$ cat src/design/hsaqi_pkg.sv
// hsaqi_pkg: shared types, constants and segment tables for the hourly
// dust averaging and aqi block
// no dependencies
package hsaqi_pkg;

   localparam int NumSensors = 16;
   localparam int IdxBits    = 4;
   localparam int IdBits     = 5;
   localparam int CountBits  = 16;
   localparam int SumBits    = 30;
   localparam int KeyBits    = 32;
   localparam int SampleBits = 16;
   localparam int AvgBits    = 13;
   localparam int AqiBits    = 9;
   localparam int LevelBits  = 3;
   localparam int SegBits    = 3;
   localparam int NumSegs    = 7;
   localparam int DeltaBits  = 7;
   localparam int DivBits    = 35;
   localparam int StepBits   = 4;

   localparam logic [AvgBits-1:0]   MaxSample   = 13'd5505;
   localparam logic [IdBits-1:0]    ActiveReset = 5'd16;
   localparam logic [CountBits-1:0] CountLimit  = {CountBits{1'b1}};

   // request action codes
   localparam logic ActSample = 1'b0;
   localparam logic ActEnd    = 1'b1;

   typedef struct packed {
      logic                         action;
      logic [IdBits-1:0]            sensor_id;
      logic [KeyBits-1:0]           hour_key;
      logic signed [SampleBits-1:0] sample_value;
   } hsaqi_req_type;

   typedef struct packed {
      logic [IdBits-1:0]    sensor_id_res;
      logic [KeyBits-1:0]   hour_key_res;
      logic [AvgBits-1:0]   average;
      logic [AqiBits-1:0]   aqi;
      logic [LevelBits-1:0] level;
      logic                 last;
   } hsaqi_rsp_type;

   typedef struct packed {
      logic                start;
      logic [StepBits-1:0] steps;
   } hsaqi_div_cmd_type;

   typedef struct packed {
      logic               done;
      logic [AvgBits-1:0] quotient;
   } hsaqi_div_stat_type;

   function automatic logic [AvgBits-1:0] seg_lo_f(input logic [SegBits-1:0] seg);
      logic [AvgBits-1:0] v;
      case (seg)
         3'd0:    v = 13'd0;
         3'd1:    v = 13'd120;
         3'd2:    v = 13'd355;
         3'd3:    v = 13'd555;
         3'd4:    v = 13'd1505;
         3'd5:    v = 13'd2505;
         default: v = 13'd3505;
      endcase
      return v;
   endfunction

   function automatic logic [AvgBits-1:0] seg_hi_f(input logic [SegBits-1:0] seg);
      logic [AvgBits-1:0] v;
      case (seg)
         3'd0:    v = 13'd120;
         3'd1:    v = 13'd355;
         3'd2:    v = 13'd555;
         3'd3:    v = 13'd1505;
         3'd4:    v = 13'd2505;
         3'd5:    v = 13'd3505;
         default: v = 13'd5505;
      endcase
      return v;
   endfunction

   // width of each concentration segment
   function automatic logic [AvgBits-1:0] seg_span_f(input logic [SegBits-1:0] seg);
      logic [AvgBits-1:0] v;
      case (seg)
         3'd0:    v = 13'd120;
         3'd1:    v = 13'd235;
         3'd2:    v = 13'd200;
         3'd3:    v = 13'd950;
         3'd4:    v = 13'd1000;
         3'd5:    v = 13'd1000;
         default: v = 13'd2000;
      endcase
      return v;
   endfunction

   function automatic logic [AqiBits-1:0] aqi_lo_f(input logic [SegBits-1:0] seg);
      logic [AqiBits-1:0] v;
      case (seg)
         3'd0:    v = 9'd0;
         3'd1:    v = 9'd50;
         3'd2:    v = 9'd100;
         3'd3:    v = 9'd150;
         3'd4:    v = 9'd200;
         3'd5:    v = 9'd300;
         default: v = 9'd400;
      endcase
      return v;
   endfunction

   function automatic logic [DeltaBits-1:0] aqi_span_f(input logic [SegBits-1:0] seg);
      logic [DeltaBits-1:0] v;
      case (seg)
         3'd0, 3'd1, 3'd2, 3'd3: v = 7'd50;
         default:                v = 7'd100;
      endcase
      return v;
   endfunction

   function automatic logic [LevelBits-1:0] level_f(input logic [AqiBits-1:0] aqi);
      logic [LevelBits-1:0] v;
      if (aqi <= 9'd50) begin
         v = 3'd0;
      end else if (aqi <= 9'd100) begin
         v = 3'd1;
      end else if (aqi <= 9'd150) begin
         v = 3'd2;
      end else if (aqi <= 9'd200) begin
         v = 3'd3;
      end else if (aqi <= 9'd300) begin
         v = 3'd4;
      end else if (aqi <= 9'd400) begin
         v = 3'd5;
      end else begin
         v = 3'd6;
      end
      return v;
   endfunction

endpackage

$ cat src/design/hsaqi_req_if.sv
// hsaqi_req_if: valid/ready channel that carries one sample or end request
// depends on hsaqi_pkg
interface hsaqi_req_if
   import hsaqi_pkg::*;
();
   logic          valid;
   logic          ready;
   hsaqi_req_type data;

   modport source (output valid, output data, input ready);
   modport sink   (input valid, input data, output ready);
endinterface

$ cat src/design/hsaqi_rsp_if.sv
// hsaqi_rsp_if: valid/ready channel that carries one hourly sensor result
// depends on hsaqi_pkg
interface hsaqi_rsp_if
   import hsaqi_pkg::*;
();
   logic          valid;
   logic          ready;
   hsaqi_rsp_type data;

   modport source (output valid, output data, input ready);
   modport sink   (input valid, input data, output ready);
endinterface

$ cat src/design/hsaqi_divider.sv
// hsaqi_divider: restoring divider, one quotient bit per cycle
// depends on hsaqi_pkg; denominator comes in pre-aligned to the top quotient bit
module hsaqi_divider
   import hsaqi_pkg::*;
(
   input  logic               clock,
   input  logic               reset,
   input  hsaqi_div_cmd_type  cmd,
   input  logic [DivBits-1:0] num,
   input  logic [DivBits-1:0] den,
   output hsaqi_div_stat_type stat
);

   logic                run_ff;
   logic                done_ff;
   logic [StepBits-1:0] cnt_ff;
   logic [DivBits-1:0]  rem_ff;
   logic [DivBits-1:0]  dsh_ff;
   logic [AvgBits-1:0]  quot_ff;

   logic                fits;
   logic [DivBits-1:0]  rem_in;
   logic [AvgBits-1:0]  quot_in;

   always_comb begin
      fits    = rem_ff >= dsh_ff;
      rem_in  = fits ? rem_ff - dsh_ff : rem_ff;
      quot_in = {quot_ff[AvgBits-2:0], fits};
   end

   always_ff @(posedge clock) begin
      if (reset) begin
         run_ff  <= 1'b0;
         done_ff <= 1'b0;
      end else begin
         // done pulses for one cycle after the final step
         done_ff <= !cmd.start && run_ff && cnt_ff == StepBits'(1);
         if (cmd.start) begin
            run_ff <= 1'b1;
         end else if (run_ff && cnt_ff == StepBits'(1)) begin
            run_ff <= 1'b0;
         end
      end
   end

   always_ff @(posedge clock) begin
      if (cmd.start) begin
         rem_ff  <= num;
         dsh_ff  <= den;
         cnt_ff  <= cmd.steps;
         quot_ff <= '0;
      end else if (run_ff) begin
         rem_ff  <= rem_in;
         dsh_ff  <= dsh_ff >> 1;
         cnt_ff  <= cnt_ff - StepBits'(1);
         quot_ff <= quot_in;
      end
   end

   assign stat.done     = done_ff;
   assign stat.quotient = quot_ff;

endmodule

$ cat src/design/hourly_sensor_average_aqi_top.sv
// hourly_sensor_average_aqi_top: per-sensor hourly dust averaging with aqi
// depends on hsaqi_pkg, hsaqi_req_if, hsaqi_rsp_if, hsaqi_divider
//
// usage:
//   req_chan takes one request at a time: a dust sample (tenths of ug/m3,
//   sensor id, hour key) or an end-of-data marker. ready is high only while
//   the sequencer is idle.
//   a sample with a new hour key, or an end marker, closes the open hour:
//   sensors 1..16 are walked in id order and each sensor with data yields
//   one result on rsp_chan (mean, aqi, level, last on the final one).
//   csr_wr_en/csr_wr_data set the number of sensor ids in use; write only
//   while the block is idle.
// flow:
//   a sample that closes nothing is accepted in ST_IDLE and accumulated in
//   ST_APPLY. closing an hour steps past each empty sensor; a sensor with
//   data goes through the segment search over up to 7 segments, 3 multiply
//   steps, and 13 + 7 divider steps on the shared restoring divider plus
//   handoffs.
//   rsp_chan has one output register: a stalled receiver holds the walk at
//   the next result until the register frees up.
// reset:
//   synchronous, active high; clears all counts, the open hour and the
//   output register, and sets 16 sensors in use.
module hourly_sensor_average_aqi_top
   import hsaqi_pkg::*;
(
   input  logic              clock,
   input  logic              reset,
   input  logic              csr_wr_en,
   input  logic [IdBits-1:0] csr_wr_data,
   hsaqi_req_if.sink         req_chan,
   hsaqi_rsp_if.source       rsp_chan
);

   typedef enum logic [3:0] {
      ST_IDLE,
      ST_LOAD,
      ST_SEG,
      ST_LOMUL,
      ST_DENMUL,
      ST_NUMMUL,
      ST_DIVA,
      ST_DIVA_WAIT,
      ST_DIVQ,
      ST_DIVQ_WAIT,
      ST_EMIT,
      ST_APPLY
   } state_type;

   state_type state_ff;

   // configuration and hour bookkeeping
   logic [IdBits-1:0]  active_ff;
   logic [KeyBits-1:0] current_hour_ff;
   logic               hour_valid_ff;
   logic [KeyBits-1:0] close_key_ff;
   logic               apply_ff;

   // sample held until the close finishes
   logic [IdxBits-1:0] pend_idx_ff;
   logic [AvgBits-1:0] pend_raw_ff;

   // accumulators
   logic [SumBits-1:0]   sums_ff   [NumSensors];
   logic [CountBits-1:0] counts_ff [NumSensors];

   // per-sensor working registers
   logic [IdxBits-1:0]   idx_ff;
   logic [SumBits-1:0]   cur_sum_ff;
   logic [CountBits-1:0] cur_cnt_ff;
   logic [SegBits-1:0]   seg_ff;
   logic [SumBits-1:0]   lo_prod_ff;
   logic [SumBits-1:0]   diff_ff;
   logic [SumBits-1:0]   den_ff;
   logic [DivBits-1:0]   num_ff;
   logic [AvgBits-1:0]   avg_ff;
   logic [AqiBits-1:0]   aqi_ff;

   // output register
   logic          rsp_valid_ff;
   hsaqi_rsp_type rsp_data_ff;

   // divider hookup
   hsaqi_div_cmd_type  div_cmd;
   hsaqi_div_stat_type div_stat;
   logic [DivBits-1:0] div_num;
   logic [DivBits-1:0] div_den;

   // request decode
   logic [IdBits-1:0]     id_limit;
   logic [IdxBits-1:0]    req_idx;
   logic                  id_ok;
   logic                  value_ok;
   logic                  sample_ok;
   logic                  req_fire;

   logic [SumBits-1:0]    seg_prod;
   logic                  seg_hit;
   logic                  last_seg;
   logic                  out_free;
   logic                  walk_end;
   logic [NumSensors-1:0] has_data;
   logic                  more_above;
   logic                  cnt_full;

   // id range from the register, capped at the number of sensors
   always_comb begin
      id_limit  = (active_ff > IdBits'(NumSensors)) ? IdBits'(NumSensors) : active_ff;
      id_ok     = req_chan.data.sensor_id != '0 && req_chan.data.sensor_id <= id_limit;
      req_idx   = IdxBits'(req_chan.data.sensor_id - IdBits'(1));
      value_ok  = !req_chan.data.sample_value[SampleBits-1] &&
                  req_chan.data.sample_value[SampleBits-2:0] <= (SampleBits-1)'(MaxSample);
      sample_ok = id_ok && value_ok;
   end

   assign req_chan.ready = state_ff == ST_IDLE;
   assign req_fire       = req_chan.valid && req_chan.ready;

   // segment search: first segment whose upper edge times count covers the sum
   always_comb begin
      seg_prod = SumBits'(seg_hi_f(seg_ff)) * SumBits'(cur_cnt_ff);
      last_seg = seg_ff == SegBits'(NumSegs - 1);
      seg_hit  = cur_sum_ff <= seg_prod || last_seg;
   end

   // last flag: nothing left to report above the current id
   always_comb begin
      more_above = 1'b0;
      for (int i = 0; i < NumSensors; i++) begin
         has_data[i] = counts_ff[i] != '0;
         if (has_data[i] && IdxBits'(i) > idx_ff) begin
            more_above = 1'b1;
         end
      end
   end

   assign out_free = !rsp_valid_ff || rsp_chan.ready;
   assign walk_end = idx_ff == IdxBits'(NumSensors - 1);
   assign cnt_full = counts_ff[pend_idx_ff] == CountLimit;

   // shared divider: mean first (13 quotient bits), then aqi offset (7 bits)
   always_comb begin
      div_cmd.start = state_ff == ST_DIVA || state_ff == ST_DIVQ;
      if (state_ff == ST_DIVA) begin
         div_cmd.steps = StepBits'(AvgBits);
         div_num       = DivBits'(cur_sum_ff);
         div_den       = DivBits'(cur_cnt_ff) << (AvgBits - 1);
      end else begin
         div_cmd.steps = StepBits'(DeltaBits);
         div_num       = num_ff;
         div_den       = DivBits'(den_ff) << (DeltaBits - 1);
      end
   end

   hsaqi_divider u_divider (
      .clock (clock),
      .reset (reset),
      .cmd   (div_cmd),
      .num   (div_num),
      .den   (div_den),
      .stat  (div_stat)
   );

   // sequencer and registered outputs
   always_ff @(posedge clock) begin
      if (reset) begin
         state_ff        <= ST_IDLE;
         active_ff       <= ActiveReset;
         current_hour_ff <= '0;
         hour_valid_ff   <= 1'b0;
         apply_ff        <= 1'b0;
         rsp_valid_ff    <= 1'b0;
      end else begin
         if (csr_wr_en) begin
            active_ff <= csr_wr_data;
         end
         // a new result takes the register as the old one leaves
         if (state_ff == ST_EMIT && out_free) begin
            rsp_valid_ff <= 1'b1;
         end else if (rsp_chan.ready) begin
            rsp_valid_ff <= 1'b0;
         end
         case (state_ff)
            ST_IDLE: begin
               if (req_fire) begin
                  if (req_chan.data.action == ActEnd) begin
                     hour_valid_ff <= 1'b0;
                     if (hour_valid_ff) begin
                        apply_ff <= 1'b0;
                        state_ff <= ST_LOAD;
                     end
                  end else if (sample_ok) begin
                     current_hour_ff <= req_chan.data.hour_key;
                     hour_valid_ff   <= 1'b1;
                     if (hour_valid_ff && req_chan.data.hour_key != current_hour_ff) begin
                        apply_ff <= 1'b1;
                        state_ff <= ST_LOAD;
                     end else begin
                        state_ff <= ST_APPLY;
                     end
                  end
               end
            end
            ST_LOAD: begin
               if (has_data[idx_ff]) begin
                  state_ff <= ST_SEG;
               end else if (walk_end) begin
                  state_ff <= apply_ff ? ST_APPLY : ST_IDLE;
               end
            end
            ST_SEG: begin
               if (seg_hit) begin
                  state_ff <= ST_LOMUL;
               end
            end
            ST_LOMUL:  state_ff <= ST_DENMUL;
            ST_DENMUL: state_ff <= ST_NUMMUL;
            ST_NUMMUL: state_ff <= ST_DIVA;
            ST_DIVA:   state_ff <= ST_DIVA_WAIT;
            ST_DIVA_WAIT: begin
               if (div_stat.done) begin
                  state_ff <= ST_DIVQ;
               end
            end
            ST_DIVQ: state_ff <= ST_DIVQ_WAIT;
            ST_DIVQ_WAIT: begin
               if (div_stat.done) begin
                  state_ff <= ST_EMIT;
               end
            end
            ST_EMIT: begin
               if (out_free) begin
                  if (walk_end) begin
                     state_ff <= apply_ff ? ST_APPLY : ST_IDLE;
                  end else begin
                     state_ff <= ST_LOAD;
                  end
               end
            end
            ST_APPLY: state_ff <= ST_IDLE;
            default:  state_ff <= ST_IDLE;
         endcase
      end
   end

   // working datapath, no reset needed
   always_ff @(posedge clock) begin
      case (state_ff)
         ST_IDLE: begin
            idx_ff       <= '0;
            close_key_ff <= current_hour_ff;
            pend_idx_ff  <= req_idx;
            pend_raw_ff  <= AvgBits'(req_chan.data.sample_value);
         end
         ST_LOAD: begin
            cur_sum_ff <= sums_ff[idx_ff];
            cur_cnt_ff <= counts_ff[idx_ff];
            seg_ff     <= '0;
            if (!has_data[idx_ff] && !walk_end) begin
               idx_ff <= idx_ff + IdxBits'(1);
            end
         end
         ST_SEG: begin
            if (!seg_hit) begin
               seg_ff <= seg_ff + SegBits'(1);
            end
         end
         ST_LOMUL: begin
            lo_prod_ff <= SumBits'(seg_lo_f(seg_ff)) * SumBits'(cur_cnt_ff);
         end
         ST_DENMUL: begin
            // sum below the lower edge gives no offset
            diff_ff <= (cur_sum_ff >= lo_prod_ff) ? cur_sum_ff - lo_prod_ff : '0;
            den_ff  <= SumBits'(seg_span_f(seg_ff)) * SumBits'(cur_cnt_ff);
         end
         ST_NUMMUL: begin
            num_ff <= DivBits'(aqi_span_f(seg_ff)) * DivBits'(diff_ff);
         end
         ST_DIVA_WAIT: begin
            if (div_stat.done) begin
               avg_ff <= div_stat.quotient;
            end
         end
         ST_DIVQ_WAIT: begin
            if (div_stat.done) begin
               aqi_ff <= aqi_lo_f(seg_ff) + AqiBits'(div_stat.quotient[DeltaBits-1:0]);
            end
         end
         ST_EMIT: begin
            if (out_free) begin
               rsp_data_ff.sensor_id_res <= IdBits'(idx_ff) + IdBits'(1);
               rsp_data_ff.hour_key_res  <= close_key_ff;
               rsp_data_ff.average       <= avg_ff;
               rsp_data_ff.aqi           <= aqi_ff;
               rsp_data_ff.level         <= level_f(aqi_ff);
               rsp_data_ff.last          <= !more_above;
               if (!walk_end) begin
                  idx_ff <= idx_ff + IdxBits'(1);
               end
            end
         end
         default: begin
         end
      endcase
   end

   // counts: cleared per sensor as its result goes out
   always_ff @(posedge clock) begin
      if (reset) begin
         for (int i = 0; i < NumSensors; i++) begin
            counts_ff[i] <= '0;
         end
      end else if (state_ff == ST_EMIT && out_free) begin
         counts_ff[idx_ff] <= '0;
      end else if (state_ff == ST_APPLY && !cnt_full) begin
         counts_ff[pend_idx_ff] <= counts_ff[pend_idx_ff] + CountBits'(1);
      end
   end

   // sums: an empty sensor restarts from the new sample
   always_ff @(posedge clock) begin
      if (state_ff == ST_APPLY && !cnt_full) begin
         if (counts_ff[pend_idx_ff] == '0) begin
            sums_ff[pend_idx_ff] <= SumBits'(pend_raw_ff);
         end else begin
            sums_ff[pend_idx_ff] <= sums_ff[pend_idx_ff] + SumBits'(pend_raw_ff);
         end
      end
   end

   assign rsp_chan.valid = rsp_valid_ff;
   assign rsp_chan.data  = rsp_data_ff;

endmodule

$ cat src/flat_wrapper.sv
// flat-port wrapper written by rule: the top's interface ports become plain ports
module hourly_sensor_average_aqi_top_flat import hsaqi_pkg::*;
  (clock, reset, csr_wr_en, csr_wr_data, req_chan_valid, req_chan_data, req_chan_ready, rsp_chan_valid, rsp_chan_data, rsp_chan_ready);
  hsaqi_req_if req_chan_i ();
  hsaqi_rsp_if rsp_chan_i ();
  input  logic clock;
  input  logic reset;
  input  logic csr_wr_en;
  input  logic [IdBits-1:0] csr_wr_data;
  input wire logic [$bits(req_chan_i.valid)-1:0] req_chan_valid;
  input wire logic [$bits(req_chan_i.data)-1:0] req_chan_data;
  output wire logic [$bits(req_chan_i.ready)-1:0] req_chan_ready;
  output wire logic [$bits(rsp_chan_i.valid)-1:0] rsp_chan_valid;
  output wire logic [$bits(rsp_chan_i.data)-1:0] rsp_chan_data;
  input wire logic [$bits(rsp_chan_i.ready)-1:0] rsp_chan_ready;
  assign req_chan_i.valid = req_chan_valid;
  assign req_chan_i.data = req_chan_data;
  assign req_chan_ready = req_chan_i.ready;
  assign rsp_chan_valid = rsp_chan_i.valid;
  assign rsp_chan_data = rsp_chan_i.data;
  assign rsp_chan_i.ready = rsp_chan_ready;
  hourly_sensor_average_aqi_top u_core (.clock(clock), .reset(reset), .csr_wr_en(csr_wr_en), .csr_wr_data(csr_wr_data), .req_chan(req_chan_i), .rsp_chan(rsp_chan_i));
endmodule
$ cat config.mk
export PLATFORM = sky130hd
export DESIGN_NAME = hourly_sensor_average_aqi_top_flat
export DESIGN_NICKNAME = d
export VERILOG_FILES = /design/src/design/hsaqi_pkg.sv /design/src/design/hsaqi_req_if.sv /design/src/design/hsaqi_rsp_if.sv /design/src/design/hsaqi_divider.sv /design/src/design/hourly_sensor_average_aqi_top.sv /design/src/flat_wrapper.sv
export SDC_FILE = /design/constraint.sdc
export NUM_CORES = 2
export LEC_CHECK = 0
export BUFFER_PORTS_ARGS = -buffer_cell sky130_fd_sc_hd__clkbuf_2
export CORE_ASPECT_RATIO = 0.7
export CORE_UTILIZATION = 45
export CTS_CLUSTER_DIAMETER = 50
export DETAILED_ROUTE_END_ITERATION = 12
export GPL_TIMING_DRIVEN = 0
export PLACE_DENSITY = 0.56
export SYNTH_ARGS = -nofsm -noshare
export SYNTH_HDL_FRONTEND = slang
export SYNTH_SLANG_ARGS = --single-unit
$ cat constraint.sdc
create_clock -name clock -period 10.7 [get_ports clock]
set_input_delay 1.605 -clock clock [delete_from_list [all_inputs] [get_ports clock]]
set_output_delay 1.605 -clock clock [all_outputs]
set_load 0.05 [all_outputs]
Word-level counts from Yosys, hierarchy flattened
Memories as Yosys holds them, arrays and structs flattened. A register that Yosys moved wholly into a read port is not among the register bits.
Cells that the tools add are included.

cells by class
  shift operators = 0
  bitwise operators = 2
  $mul = 4
  magnitude comparators = 29
  $add $sub $neg = 10
  eq/ne operators = 33
  divide/modulo/power cells = 0
  muxes and demuxes = 98
  reduce and logical (&&, ||, !) cells = 81

operators by type and width
  cell                number
  $reduce_bool 16->1  16
  $mux 35             7
  $mux 4              23
  $mul 13x16->29      3
  $pmux 13 s6         1
  $pmux 12 s6         1
  $pmux 11 s5         1
  $pmux 9 s6          1
  $mux 1              45
  $pmux 4 s11         1
  $ge 35x35->1        1
  $mul 7x30->35       1
  $sub 35x35->35      1
  $gt 4x4->1 const A  8
  $mux 16             2
  $ne 32x32->1        1
  $reduce_or 16->1    2
  $add 30x13->30      1
  $ge 30x29->1        1
  $le 30x29->1        1
  $mux 30             1
  $sub 30x29->30      1
  $logic_and 1x1->1   27
  $mux 13             2
  54 further kinds    108

word-level totals
  bits of input ports = 64
  memories kept = 2
  memory bits (read-only) = 0
  bits in latches = 0
  RAM bits = 736
  register bits = 397

memories
  memory            depth  width  read ports  clocked after Yosys merged registers in  wr ports  line                                 source
  u_core.sums_ff    16     30     2           2                                        1         hourly_sensor_average_aqi_top.sv:64  logic [SumBits-1:0] sums_ff [NumSensors];
  u_core.counts_ff  16     16     18          2                                        16        hourly_sensor_average_aqi_top.sv:65  logic [CountBits-1:0] counts_ff [NumSensors];

Depth between registers and ports, before layout
An unclocked memory read counts as a cell.

  word-level depth = 20
  depth in mapped cells = 41

Modules after synthesis
From an unflattened synthesis, not the netlist that was laid out.

unflattened totals
  cell total of the unflattened synthesis = 6968
  area, all modules = 81147.8 um^2

by module, submodules not included
  module                         cells each  area an instance (um^2)  instances  sequential area each (um^2)
  hourly_sensor_average_aqi_top  6387        75636.3                  1          32341.0
  hsaqi_divider                  581         5511.5                   1          2522.4

Worst setup path after synthesis
No wires, ideal clock.

  path type = reg-to-reg
  from = register u_core.seg_ff[0]
  to = register u_core.state_ff[1]
  arrival = 8.815 ns
  required time = 10.578 ns
  cell stages (with the launch flop) = 38
  slack = 1.764 ns
  path buffers = 4
  clock period less this slack = 8.936 ns
  cells stage by stage = edfxtp_1 -> clkbuf_1 -> inv_1 -> ha_1 -> clkbuf_1 -> nor3_1 -> nor2_1 -> nor3_1 -> clkbuf_1 -> nand2b_1 -> clkbuf_1 -> and2_1 -> nor2_1 -> fa_1 -> fa_1 -> inv_1 -> fa_1 -> fa_1 -> [... 2 more ...] -> and2_1 -> a22o_1 -> a31oi_1 -> a21oi_1 -> o221ai_1 -> o21ai_0 -> o311ai_0 -> nand2b_1 -> a21oi_1 -> xor2_1 -> ha_1 -> nand4_1 -> nor3_1 -> nand3_1 -> o21ai_0 -> o21bai_1 -> o2111ai_1 -> o311a_1

between the ends
  cells in the longest elaborated chain, start to end = 7
  elaborated cells between the ends (all ways) = 13

RTL lines
  what                                      line                                  source
  start, declared                           hourly_sensor_average_aqi_top.sv:71   logic [SegBits-1:0] seg_ff;
  start signal, assigned                    hourly_sensor_average_aqi_top.sv:265  seg_ff <= seg_ff + SegBits'(1);
  $eq 3x3->1, or another cell as far along  hsaqi_pkg.sv:72                       case (seg)
  $pmux 13 s6                               hsaqi_pkg.sv:72
  $mul 13x16->29                            hourly_sensor_average_aqi_top.sv:121  seg_prod = SumBits'(seg_hi_f(seg_ff)) * SumBits'(cur_cnt_ff);
  $le 30x29->1                              hourly_sensor_average_aqi_top.sv:123  seg_hit = cur_sum_ff <= seg_prod || last_seg;
  $logic_or 1x1->1 *                        hourly_sensor_average_aqi_top.sv:123
  $ne 2x1->1 (no source line) *             -
  $reduce_and 8->1 (no source line) *       -
  end signal, assigned                      hourly_sensor_average_aqi_top.sv:208  state_ff <= apply_ff ? ST_APPLY : ST_IDLE;
  end signal, assigned                      hourly_sensor_average_aqi_top.sv:234  state_ff <= apply_ff ? ST_APPLY : ST_IDLE;
  end, declared                             hourly_sensor_average_aqi_top.sv:50   state_type state_ff;

Every way passes the cells marked *; elsewhere a longest branch is shown, timed or not.
A chain may end at the register's enable or synchronous reset.

Worst setup path after layout
  from = register u_core.seg_ff[1]
  to = register u_core.state_ff[1]

The elaborated chain is that of the path after synthesis.

==> results.md <==
- Die Wd: 505 µm
- Fmax: 96.2 MHz
- Share of the synthesized area in the top cell type: a little over two fifths
- # rows: around 130
- # IOs: around 130
- Clk_lat worst skew: 0.80 ns
- Post-DR vias/cell: between 6 and 7
- Period utilization: 97.2%
- Met2 GRT Util: 43.6%
- Drt first pass iters: 12
- Core footprint: approximately 180,000 µm²
- Data arrival, critical path: about 11 ns
- Async set-or-reset flop fraction in the synthesized netlist: 0%
- Clock Skew: ~0.067 ns
- Post-synthesis xor/xnor area fraction: under 10%
- Final Cell Area: slightly below 90,000 µm²
- Top area cells in the synthesized netlist: edfxtp_1 (42%), fa_1 (12%), mux4_2 (12%), ha_1 (7.2%), inv_1 (3.7%)
- Mapped Cells: 6,410
- Slew HR: -19.1%
- Drt total wl: just under 300 mm
- WL per Instance: ~32 µm
- Simple-gate area share of the yosys netlist: 10.5%
- Initial antenna violation count: 21
- Layout area overhead: 11.7%
- Crit-path slowest cell: nor2b_1
- Vias: 57,000
- Post-DP Area: 84,500 µm²
- Number of synthesized flops with an enable pin: roughly 1,100
- # DRC: 46
- Clk buf depth: 3
- RSZ-0062 raised after global routing: no
- Port Buffer Count: roughly 130
- HP Class: reg2reg
- CP peak stage delay: ~0.76 ns
- Hpwl dp: between 200 and 250 mm
- Die area: 179,000 µm²
- R2R Setup Slk: about 0.3 ns
- CTS Hold Buffers Added: 0
- Crit path time final: 10.40 ns
- Combinational family with the most area after synthesis: adder cells
- Initial core utilization: a little under half
- Seq cells post-synth: between 1,000 and 1,500
- Mapped Area: 79,900 µm²
- Vias in the first global route: 55,000
- Clk sink count: ~1,200
- CP Capture Type: flip-flop
- Status: finished with violations
- Hold EP: u_core.rsp_chan.data[45]$_DFFE_PP_
- Setup Crit Path Kind: reg2reg
- Yosys warning count: 0
- Area leader, netlist: edfxtp_1
- Sequential element share of the synthesized area: 43.7%
- Worst Reg-to-Reg Cells: 32
- Root Buffer: clkbuf_16
- Layout cells sized above 1: about 15%
- Clock transition at path regs: 0.06 ns
- Pin count of the biggest net entering global routing: 58
- Final slew viol count: 39
- Inst Count DP: slightly below 9,000
- First-pass GRT wire length: between 400 and 500 mm
- Hold wc startpoint: u_core.close_key_ff[19]$_DFFE_PP_
- Setup TNS: 0 ns
- Fin. Hold Viols: 0
- Busiest grt layer: met1
- Failing checks: DRC, capacitance limit, slew limit
- Setup crit start kind: flip-flop
- Worst hold stages: 0
- Final non-filler cell total: a little over 9,000
- Synth cell count leaders: edfxtp_1 (1,119), inv_1 (784), nor2_1 (601)
- M1 GR Usage: 48.8%
- Cell variety after synth: between 80 and 90
- Worst R2R Start: u_core.seg_ff[1]$_SDFFCE_PN0P_
- CP most frequent cell: inv_1
- Routability cong.: between 1 and 1.5
- R2R Path End: u_core.state_ff[1]$_SDFFE_PP0P_
- CTS tree: done
- Syn Area/Cell: between 10 and 15 µm²
- Fraction of synthesized area in multiplexers: around an eighth
- Die height: approximately 350 µm
- Crit path max fanout: 10
- Grt met3 use: about an eighth
- GR Overflow Total: 0
- Final Setup Violations: 0
- Post-layout util: about half
- Primary FF master, synth: edfxtp_1
- Depth of the CTS H-tree: 4
- Actual slew at the worst max-slew pin: 1.77 ns
- Nets: ~7,700
- Detail Route Antenna Nets: 0
- Compound-Gate Fraction of Synth Area: under 10%
- Most common cell in the synthesized netlist: edfxtp_1
- Number of max-cap violations: 5
- Req. time, crit path: around 11 ns
- GRT Total Usage: about a third
- Clock buffer count from CTS: around 130
- 1st-iter DRT viols: just over 8,000
- Post-Synth Adder-Cell Area: 19.2%
timing repair:
item / CTS / global route
setup endpoints to repair: 7 / 8
buffers inserted: 0 / 2
gates resized for setup: 24 / 37
pin swaps: 1 / 6
cell usage in the layout, fill, tap and decap left out, types with 17 or more instances in the layout:
| cell | netlist | layout |
|---|---|---|
| a21o_1 | 82 | 82 |
| a21oi_1 | 160 | 158 |
| a221o_1 | 47 | 47 |
| a22oi_1 | 45 | 45 |
| a31oi_1 | 19 | 18 |
| and2_1 | 194 | 194 |
| and3_1 | 22 | 21 |
| buf_12 | 1 | 20 |
| buf_2 | 43 | 52 |
| buf_8 | 5 | 17 |
| clkbuf_1 | 206 | 201 |
| clkbuf_16 | 0 | 133 |
| clkbuf_2 | 0 | 151 |
| clkinv_1 | 4 | 17 |
| clkinv_2 | 0 | 18 |
| conb_1 | 2 | 29 |
| dfxtp_1 | 63 | 63 |
| edfxtp_1 | 1119 | 1119 |
| fa_1 | 476 | 476 |
| ha_1 | 460 | 460 |
| inv_1 | 784 | 782 |
| mux2i_1 | 104 | 103 |
| mux4_2 | 412 | 412 |
| nand2_1 | 424 | 422 |
| nand2b_1 | 60 | 59 |
| nand3_1 | 65 | 65 |
| nand4_1 | 46 | 46 |
| nor2_1 | 601 | 565 |
| nor2_4 | 1 | 32 |
| nor2b_1 | 101 | 101 |
| nor3_1 | 57 | 52 |
| nor4_1 | 81 | 81 |
| o21a_1 | 32 | 32 |
| o21ai_0 | 160 | 154 |
| o21bai_1 | 27 | 26 |
| or2_2 | 53 | 53 |
| xnor2_1 | 122 | 121 |
| xor2_1 | 108 | 107 |
layer usage:
layer,vias to the layer above,wire [µm]
li1,23500,-
met1,29200,128000
met2,3788,115000
met3,489,41800
met4,16,8460
met5,-,163
flip-flops by register name, indices dropped and copies added (netlist names), 5 cells and up, named ones only:
signal,cells
u_core.rsp_chan.data,63
u_core.sums_ff,480
u_core.den_ff,29
u_core.cur_sum_ff,30
u_core.current_hour_ff,32
u_core.aqi_ff,9
u_core.u_divider.rem_ff,35
u_core.u_divider.quot_ff,13
u_core.avg_ff,13
u_core.close_key_ff,32
u_core.lo_prod_ff,29
u_core.cur_cnt_ff,16
u_core.diff_ff,30
u_core.pend_raw_ff,13
u_core.u_divider.dsh_ff,35
u_core.num_ff,34
u_core.counts_ff,256
u_core.active_ff,5
how the worst max path moves through the flow:
stage                                         from                              end  slack (ns)  cells after the start
floorplan           u_core.seg_ff[0]$_SDFFCE_PN0P_  u_core.state_ff[1]$_SDFFE_PP0P_        1.76                     37
global placement    u_core.seg_ff[0]$_SDFFCE_PN0P_  u_core.state_ff[1]$_SDFFE_PP0P_       -2.05                     38
detailed placement  u_core.seg_ff[0]$_SDFFCE_PN0P_  u_core.state_ff[1]$_SDFFE_PP0P_       -2.09                     38
CTS                 u_core.seg_ff[0]$_SDFFCE_PN0P_  u_core.state_ff[1]$_SDFFE_PP0P_        0.02                     37
global route        u_core.seg_ff[0]$_SDFFCE_PN0P_  u_core.state_ff[3]$_SDFFE_PP0P_       0.009                     38
finish              u_core.seg_ff[1]$_SDFFCE_PN0P_  u_core.state_ff[1]$_SDFFE_PP0P_        0.30                     32
logic make-up (layout without fill, tap and decap cells):
kind of cell,count (synthesis),in the layout
xor gates and xnor gates,230,230
muxes,524,524
buffers and inverters,1079,1486
other,2,34
AOI/OAI and AO/OA,690,690
and+or+nand+nor,1766,1766
adders and majority gates,937,937
DFF,1182,1182
per-stage QoR:
| stage | setup slack, ns | hold WS, ns |
|---|---|---|
| finish | 0.301 | 0.419 |
| CTS | 0.0165 | 0.415 |
| detailed placement | -2.09 | 0.405 |
| floorplan | 1.76 | 0.400 |
| global placement | -2.05 | 0.402 |
| global route | 0.00920 | 0.423 |
worst max-delay path, delay by kind of cell, from the launching register on:
| kind | cells | cell delay (ns) |
|---|---|---|
| XOR/XNOR | 1 | 0.72 |
| AO/OA/AOI/OAI | 11 | 2.71 |
| buffers and inverters | 6 | 0.82 |
| flip-flops | 1 | 0.54 |
| adder cells (fa/ha/maj) | 8 | 3.53 |
| AND/OR/NAND/NOR | 6 | 1.95 |
area by class of cell:
| cell class | count | area, µm² |
|---|---|---|
| Sequential cell | 1182 | 34900 |
| Timing Repair Buffer | 172 | 1400 |
| Fill cell | 15200 | 85800 |
| Antenna cell | 5 | 12.5 |
| Buffer | 287 | 1360 |
| Multi-Input combinational cell | 4176 | 41200 |
| Clock inverter | 74 | 986 |
| Tap cell | 2340 | 2930 |
| Clock buffer | 163 | 3500 |
| Inverter | 790 | 2970 |
Power is left out: the tool's default activity adds up to more than one toggle a clock period on the data nets, which glitch-free logic cannot reach.
